===== src/hdl/multi_slot_soft_timer_bank_unit_defines.svh =====
// Assertion macros used by the timer bank top level.
`ifndef MULTI_SLOT_SOFT_TIMER_BANK_UNIT_DEFINES_SVH
`define MULTI_SLOT_SOFT_TIMER_BANK_UNIT_DEFINES_SVH

// Same-cycle implication, disabled during reset.
`define MSSTB_ASSERT_NOW(lbl, clk, rstn, ante, cons, msg) \
    lbl: assert property (@(posedge clk) disable iff (!rstn) (ante) |-> (cons)) \
        else $error(msg);

// Next-cycle implication, disabled during reset.
`define MSSTB_ASSERT_NXT(lbl, clk, rstn, ante, cons, msg) \
    lbl: assert property (@(posedge clk) disable iff (!rstn) (ante) |=> (cons)) \
        else $error(msg);

`endif


===== src/hdl/msstb_pkg.sv =====
// Types, codes and constants of the timer slot bank.
package msstb_pkg;

    localparam int NUM_SLOTS = 32;
    localparam int SLOT_W    = 5;
    localparam int CNT_W     = 32;
    localparam int TOTAL_W   = 6;
    localparam int CMD_W     = 3;
    localparam int S_DATA_W  = 80;
    localparam int M_DATA_W  = 48;

    typedef enum logic [CMD_W-1:0] {
        CMD_TICK       = 3'd0,
        CMD_APPEND     = 3'd1,
        CMD_RELEASE    = 3'd2,
        CMD_SET_ACTIVE = 3'd3,
        CMD_SET_VALUE  = 3'd4
    } cmd_t;

    typedef enum logic {
        ST_IDLE,
        ST_WALK
    } state_t;

    // One slot as held in a cell of the ring.
    typedef struct packed {
        logic [CNT_W-1:0] count;
        logic [CNT_W-1:0] limit;
        logic             up;
        logic             shot;
        logic             run;
        logic             free;
    } slot_rec_t;

    typedef struct packed {
        logic [CMD_W-1:0]  command;
        logic [SLOT_W-1:0] slot;
        logic [CNT_W-1:0]  count_value;
        logic [CNT_W-1:0]  limit_value;
        logic              count_up;
        logic              one_shot;
        logic              active;
    } item_t;

    // Status of the slot passing the head unit.
    typedef struct packed {
        logic hit;
        logic claim;
        logic run_inc;
        logic run_dec;
    } head_stat_t;

    typedef struct packed {
        logic [TOTAL_W-1:0] active_count;
        logic [CNT_W-1:0]   expired_mask;
        logic               no_free_slot;
        logic [SLOT_W-1:0]  slot_granted;
    } result_t;

endpackage


===== src/hdl/msstb_cell.sv =====
// One ring cell: holds a single timer slot and passes it on when the ring moves.
module msstb_cell (
    input  logic                aclk,
    input  logic                aresetn,
    input  logic                shift_en,
    input  msstb_pkg::slot_rec_t rec_in,
    output msstb_pkg::slot_rec_t rec_out
);
    import msstb_pkg::*;

    logic [CNT_W-1:0] count_reg;
    logic [CNT_W-1:0] limit_reg;
    logic             up_reg;
    logic             shot_reg;
    logic             run_reg;
    logic             free_reg;

    // flags come out of reset as a free, idle slot
    always_ff @(posedge aclk) begin
        if (!aresetn) begin
            up_reg   <= 1'b0;
            shot_reg <= 1'b0;
            run_reg  <= 1'b0;
            free_reg <= 1'b1;
        end else if (shift_en) begin
            up_reg   <= rec_in.up;
            shot_reg <= rec_in.shot;
            run_reg  <= rec_in.run;
            free_reg <= rec_in.free;
        end
    end

    always_ff @(posedge aclk) begin
        if (shift_en) begin
            count_reg <= rec_in.count;
            limit_reg <= rec_in.limit;
        end
    end

    assign rec_out = {count_reg, limit_reg, up_reg, shot_reg, run_reg, free_reg};

endmodule


===== src/hdl/msstb_head.sv =====
// Head unit: applies the current command to the slot leaving the ring.
module msstb_head (
    input  msstb_pkg::slot_rec_t  rec_in,
    input  msstb_pkg::item_t      item,
    input  logic                  slot_match,
    input  logic                  found,
    output msstb_pkg::slot_rec_t  rec_out,
    output msstb_pkg::head_stat_t stat
);
    import msstb_pkg::*;

    always_comb begin
        rec_out = rec_in;
        stat    = '0;
        case (item.command)
            CMD_TICK: begin
                if (!rec_in.free && rec_in.run) begin
                    if (rec_in.up) begin
                        if (rec_in.count < rec_in.limit) begin
                            rec_out.count = rec_in.count + CNT_W'(1);
                            stat.hit      = (rec_in.count + CNT_W'(1)) == rec_in.limit;
                        end
                    end else if (rec_in.count != '0) begin
                        rec_out.count = rec_in.count - CNT_W'(1);
                        stat.hit      = rec_in.count == CNT_W'(1);
                    end
                    if (stat.hit && rec_in.shot) begin
                        rec_out.free = 1'b1;
                        rec_out.run  = 1'b0;
                    end
                end
            end
            CMD_APPEND: begin
                // first free slot seen on the walk is the lowest one
                if (!found && rec_in.free) begin
                    rec_out.count = item.count_value;
                    rec_out.limit = item.limit_value;
                    rec_out.up    = item.count_up;
                    rec_out.shot  = item.one_shot;
                    rec_out.run   = item.active;
                    rec_out.free  = 1'b0;
                    stat.claim    = 1'b1;
                end
            end
            CMD_RELEASE: begin
                if (slot_match) begin
                    rec_out.free = 1'b1;
                    rec_out.run  = 1'b0;
                end
            end
            CMD_SET_ACTIVE: begin
                if (slot_match) begin
                    rec_out.run = item.active;
                end
            end
            CMD_SET_VALUE: begin
                if (slot_match) begin
                    if (rec_in.up) begin
                        rec_out.limit = item.count_value;
                        rec_out.count = '0;
                    end else begin
                        rec_out.count = item.count_value;
                    end
                    rec_out.run = item.active;
                end
            end
            default: begin
            end
        endcase
        stat.run_inc = !rec_in.run && rec_out.run;
        stat.run_dec = rec_in.run && !rec_out.run;
    end

endmodule


===== src/hdl/multi_slot_soft_timer_bank_unit.sv =====
// Top level: ring of timer slot cells walked once per command transaction.
// A result is registered at the end of a walk that moves every slot once past the head;
// the walk stalls on its last step while an earlier result waits. No new transaction is
// taken during a walk, as the single head unit serves every slot once per walk around the ring.
// The output register lets the next transaction enter while a result waits.
// Reset (aresetn low, synchronous): all slots free and idle at once, no clearing pass.
module multi_slot_soft_timer_bank_unit #(
    parameter int SLOTS = msstb_pkg::NUM_SLOTS
) (
    input  logic                            aclk,
    input  logic                            aresetn,
    input  logic                            s_tvalid,
    output logic                            s_tready,
    // command, slot, count_value, limit_value, count_up, one_shot, active; zero pad
    input  logic [msstb_pkg::S_DATA_W-1:0]  s_tdata,
    output logic                            m_tvalid,
    input  logic                            m_tready,
    // slot_granted, no_free_slot, expired_mask, active_count; zero pad
    output logic [msstb_pkg::M_DATA_W-1:0]  m_tdata
);
    import msstb_pkg::*;

    `include "multi_slot_soft_timer_bank_unit_defines.svh"

    localparam int IDX_W = (SLOTS > 1) ? $clog2(SLOTS) : 1;

    state_t            state_reg, state_next;
    logic [IDX_W-1:0]  step_reg, step_next;
    logic [TOTAL_W-1:0] total_reg, total_next;
    logic              m_tvalid_reg, m_tvalid_next;
    item_t             item_reg;
    logic              found_reg, found_next;
    logic [SLOT_W-1:0] granted_reg, granted_next;
    logic [CNT_W-1:0]  mask_reg, mask_next;
    result_t           out_reg, out_next;

    slot_rec_t  cell_q [SLOTS];
    slot_rec_t  head_rec;
    head_stat_t head_st;
    logic       shift_en;
    logic       last_step;
    logic       out_free;
    logic       slot_match;
    logic       in_fire;
    logic [SLOTS-1:0] run_vec;

    assign s_tready  = (state_reg == ST_IDLE);
    assign in_fire   = s_tvalid && s_tready;
    assign last_step = (step_reg == IDX_W'(SLOTS - 1));
    assign out_free  = !m_tvalid_reg || m_tready;
    assign shift_en  = (state_reg == ST_WALK) && (!last_step || out_free);
    assign slot_match = (SLOT_W'(step_reg) == item_reg.slot);

    // ring: each cell takes its upper neighbor, the top cell takes the head output
    for (genvar i = 0; i < SLOTS; i++) begin : g_ring
        if (i == SLOTS - 1) begin : g_top
            msstb_cell u_cell (
                .aclk     (aclk),
                .aresetn  (aresetn),
                .shift_en (shift_en),
                .rec_in   (head_rec),
                .rec_out  (cell_q[i])
            );
        end else begin : g_mid
            msstb_cell u_cell (
                .aclk     (aclk),
                .aresetn  (aresetn),
                .shift_en (shift_en),
                .rec_in   (cell_q[i+1]),
                .rec_out  (cell_q[i])
            );
        end
        assign run_vec[i] = cell_q[i].run;
    end

    msstb_head u_head (
        .rec_in     (cell_q[0]),
        .item       (item_reg),
        .slot_match (slot_match),
        .found      (found_reg),
        .rec_out    (head_rec),
        .stat       (head_st)
    );

    always_comb begin
        state_next    = state_reg;
        step_next     = step_reg;
        total_next    = total_reg;
        found_next    = found_reg;
        granted_next  = granted_reg;
        mask_next     = mask_reg;
        out_next      = out_reg;
        m_tvalid_next = m_tvalid_reg && !m_tready;
        case (state_reg)
            ST_IDLE: begin
                if (s_tvalid) begin
                    state_next   = ST_WALK;
                    step_next    = '0;
                    found_next   = 1'b0;
                    granted_next = '0;
                    mask_next    = '0;
                end
            end
            ST_WALK: begin
                if (shift_en) begin
                    total_next = total_reg + TOTAL_W'(head_st.run_inc)
                               - TOTAL_W'(head_st.run_dec);
                    if (head_st.claim) begin
                        found_next   = 1'b1;
                        granted_next = SLOT_W'(step_reg);
                    end
                    if (head_st.hit) begin
                        mask_next = mask_reg | (CNT_W'(1) << step_reg);
                    end
                    if (last_step) begin
                        out_next.slot_granted = granted_next;
                        out_next.no_free_slot = (item_reg.command == CMD_APPEND) && !found_next;
                        out_next.expired_mask = mask_next;
                        out_next.active_count = total_next;
                        m_tvalid_next         = 1'b1;
                        state_next            = ST_IDLE;
                        step_next             = '0;
                    end else begin
                        step_next = step_reg + IDX_W'(1);
                    end
                end
            end
            default: begin
                state_next = ST_IDLE;
            end
        endcase
    end

    always_ff @(posedge aclk) begin
        if (!aresetn) begin
            state_reg    <= ST_IDLE;
            step_reg     <= '0;
            total_reg    <= '0;
            m_tvalid_reg <= 1'b0;
        end else begin
            state_reg    <= state_next;
            step_reg     <= step_next;
            total_reg    <= total_next;
            m_tvalid_reg <= m_tvalid_next;
        end
    end

    always_ff @(posedge aclk) begin
        if (in_fire) begin
            item_reg.command     <= s_tdata[2:0];
            item_reg.slot        <= s_tdata[7:3];
            item_reg.count_value <= s_tdata[39:8];
            item_reg.limit_value <= s_tdata[71:40];
            item_reg.count_up    <= s_tdata[72];
            item_reg.one_shot    <= s_tdata[73];
            item_reg.active      <= s_tdata[74];
        end
        found_reg   <= found_next;
        granted_reg <= granted_next;
        mask_reg    <= mask_next;
        out_reg     <= out_next;
    end

    assign m_tvalid = m_tvalid_reg;
    assign m_tdata  = {4'b0000, out_reg.active_count, out_reg.expired_mask,
                       out_reg.no_free_slot, out_reg.slot_granted};

    `MSSTB_ASSERT_NOW(a_total_tracks_run, aclk, aresetn, 1'b1, total_reg == TOTAL_W'($countones(run_vec)), "active total out of step with run flags")
    `MSSTB_ASSERT_NOW(a_idle_step_zero, aclk, aresetn, state_reg == ST_IDLE, step_reg == '0, "walk counter not parked while idle")
    `MSSTB_ASSERT_NOW(a_nofree_clean, aclk, aresetn, m_tvalid_reg && out_reg.no_free_slot, out_reg.slot_granted == '0 && out_reg.expired_mask == '0, "failed append reports a slot or expiry")
    `MSSTB_ASSERT_NXT(a_stall_holds_walk, aclk, aresetn, state_reg == ST_WALK && !shift_en, $stable(step_reg) && $stable(total_reg), "ring moved while result stalled")

endmodule


===== config.mk =====
export PLATFORM = sky130hd
export DESIGN_NAME = multi_slot_soft_timer_bank_unit
export DESIGN_NICKNAME = d
export VERILOG_FILES = /design/src/hdl/msstb_pkg.sv /design/src/hdl/msstb_cell.sv /design/src/hdl/msstb_head.sv /design/src/hdl/multi_slot_soft_timer_bank_unit.sv
export VERILOG_INCLUDE_DIRS = /design/src /design/src/hdl
export SDC_FILE = /design/constraint.sdc
export NUM_CORES = 2
export LEC_CHECK = 0
export BUFFER_PORTS_ARGS = -buffer_cell sky130_fd_sc_hd__buf_2
export CAP_MARGIN = 20
export CORE_MARGIN = 1.5
export CORE_UTILIZATION = 50
export CTS_CLUSTER_SIZE = 30
export DETAILED_ROUTE_END_ITERATION = 8
export GPL_TIMING_DRIVEN = 1
export PLACE_DENSITY = 0.72
export SYNTH_ARGS = -nofsm -noshare
export SYNTH_HDL_FRONTEND = slang
export SYNTH_SLANG_ARGS = --single-unit

===== constraint.sdc =====
create_clock -name aclk -period 110.4 [get_ports aclk]
set_input_delay 11.04 -clock aclk [delete_from_list [all_inputs] [get_ports aclk]]
set_output_delay 11.04 -clock aclk [all_outputs]
set_load 0.05 [all_outputs]

==> flow_summary.json <==
{
  "clockPowerShare_pct": 38.8,
  "cp.arrival_ns": 16.52,
  "start_util_pct": 50.5,
  "cts_max_level": 4,
  "ant_nets": 0,
  "drive_above_1_share_pct": 12.0,
  "io_pins": 134,
  "dr.pass1.iters": 6,
  "synthCells": 3729,
  "cp.required_ns": 110.82,
  "drv_cap": 0,
  "clk_pin_slew_ns": 0.07,
  "whs_ns": 0.387,
  "synth_edf_count": 2205,
  "cts_sinks": 2346,
  "drt-initial-drc-count": 3535,
  "status": "finished, final reports clean",
  "ir_drop_v": 0.0000163,
  "cts_tree": "done",
  "powerDensity_nw_per_um2": 20.6,
  "report.final.slew_viol_count": 0,
  "die_area_sq_um": 156000,
  "final_cell_mix": "edfxtp_1 (2205), nand2_1 (406), clkbuf_16 (210)",
  "netSwitchingFraction_pct": 20.4,
  "leakage_nw": 28.9,
  "area_growth_pct": 12.6,
  "p_sw_mw": 0.364,
  "setup.worst_path.end_class": "register",
  "worst_pin_slew_ns": 1.26,
  "hpwl_mm": 68.4,
  "ys_types": 81,
  "fin_crit_ns": 16.10,
  "r2r_start": "step_reg[0]",
  "grtUsageTotal_pct": 16.0,
  "cts_hold_buf": 0,
  "worst_slack_ns": 94.30,
  "grt_overflow": 0,
  "routed_wl_mm": 125,
  "place_ws_ns": 92.64,
  "path_max_fanout": 148,
  "postCtsSetupBuffers": 0,
  "antenna_found_initial": 35,
  "num_rows": 143,
  "drc_errors": 0,
  "p_seq_share_pct": 58.8,
  "clock-skew-final_ns": 0.0380,
  "numPortBuffers": 124,
  "power.share.combinational_pct": 2.4,
  "grt_pass1_wl_mm": 189,
  "num_vias": 32200,
  "power.internal_mw": 1.42,
  "gp_congestion": 0.858,
  "slew_headroom_pct": 16.1,
  "synthArstFlopShare_pct": 0,
  "fin_nets": 4118,
  "clock_latency_ns": 0.81,
  "fmax_mhz": 62.1,
  "coreArea_sq_um": 152000,
  "routed_via_density": 5.21,
  "dieHeight_microns": 395,
  "min-delay-start": "g_ring[19].g_mid.u_cell.limit_reg[12]",
  "ys_seq_area_share_pct": 89.7,
  "tns_ns": 0,
  "synth_ff_type": "edfxtp_1",
  "rsz0062_at_grt": "false",
  "final_common_cell": "edfxtp_1",
  "cts-root-buf": "clkbuf_16",
  "syn_area_sq_um": 77000,
  "setup_viol": 0,
  "crit_start": "m_tready",
  "worstSetupStartpointType": "input port",
  "cts_buffer_depth": 3,
  "synth_warnings": 0,
  "cts-buffers-inserted": 209,
  "hold_viol_final": 0,
  "grt_max_degree": 227,
  "avgSynthCellArea_sq_um": 20.6,
  "fin_crit_sh_pct": 14.6,
  "cts-resized-gates": 0,
  "grt_pass1_vias": 31300,
  "synth-seq-cells": 2346,
  "holdCritPathClass": "register to register",
  "path_class": "input port to register",
  "die_w_microns": 395,
  "drt-wirelength-per-cell_microns": 20.1
}
through the flow:
step	total power, mW	utilization [%]	cells	area (sq um)
4_1_cts	1.80	56.8	6181	86600
5_1_grt	1.85	56.8	6185	86600
3_5_place_dp	1.11	52.5	5801	80000
3_3_place_gp	1.11	52.5	5801	80000
2_1_floorplan	1.21	-	3732	77000
6_report	1.78	56.8	6188	86600
logic make-up after synthesis:
logic type	Yosys count	synth area share, %
AO/OA/AOI/OAI	392	3.64
multiplexers	9	0.127
flip-flops	2346	89.7
AND/OR/NAND/NOR	696	4.16
other	1	0.00487
buffers and inverters	183	0.959
XOR/XNOR	53	0.613
adder cells (fa/ha/maj)	49	0.806
final cells by class:
cell class,instances,area (sq um)
Timing Repair Buffer,165,1040
Fill cell,10900,65800
Multi-Input combinational cell,1203,7250
Inverter,60,234
Clock buffer,251,5420
Tap cell,2030,2540
Clock inverter,129,1120
Sequential cell,2346,69000
Antenna cell,4,10.0
layer usage:
layer / routed length (microns) / global-route usage [%] / part of all wire [%] / vias up
met1: 57200 / 24.2 / 46 / 16100
met3: 8300 / 4.09 / 6.7 / 254
li1: - / - / - / 14900
met4: 3150 / 4.99 / 2.5 / 38
met5: 238 / 0 / 0.19 / -
met2: 55700 / 22.9 / 45 / 892
power groups by stage:
stage                     logic [mW]  registers (mW)  clock network (mW)
after floorplan               0.0320            1.18                   0
after global placement        0.0417            1.07                   0
after detailed placement      0.0428            1.07                   0
after CTS                     0.0430            1.05               0.710
after global routing          0.0483            1.05               0.744
final                         0.0431            1.05               0.692
worst max-delay path, stage by stage:
cell     delay (ns)
buf_2          0.08
nor2b_1        0.09
nand2_1        0.13
nand2_4        0.27
inv_8          0.81
buf_4          0.40
buf_4          0.68
buf_4          0.93
buf_4          0.94
buf_4          0.80
Yosys cell counts, drive strengths merged (13+ instances only):
| cell | count | area share (%) |
|---|---|---|
| o211ai | 13 | 0.13 |
| edfxtp | 2205 | 86 |
| a21o | 23 | 0.22 |
| nor4 | 17 | 0.16 |
| nor3 | 24 | 0.16 |
| and2 | 42 | 0.34 |
| nand3 | 62 | 0.41 |
| o21bai | 14 | 0.15 |
| a21oi | 58 | 0.38 |
| nand4 | 23 | 0.20 |
| o21ai | 52 | 0.34 |
| clkbuf | 96 | 0.47 |
| dfxtp | 141 | 3.7 |
| a21boi | 100 | 0.98 |
| buf | 27 | 0.20 |
| a22oi | 38 | 0.37 |
| nor2 | 49 | 0.24 |
| ha | 48 | 0.78 |
| nand2 | 407 | 2.0 |
| inv | 60 | 0.29 |
| xnor2 | 34 | 0.40 |
| xor2 | 19 | 0.22 |
path summary, 6_finish.rpt:
check | end | slack [ns] | depth (start not counted)
worst max-delay path | g_ring[11].g_mid.u_cell.limit_reg[27] | 94.30 | 10
worst min-delay path | g_ring[18].g_mid.u_cell.limit_reg[12] | 0.39 | 0
worst max register to register | g_ring[11].g_mid.u_cell.limit_reg[27] | 103.57 | 11
worst min register to register | g_ring[18].g_mid.u_cell.limit_reg[12] | 0.39 | 0
No activity file was read; power rests on OpenSTA's default activity.
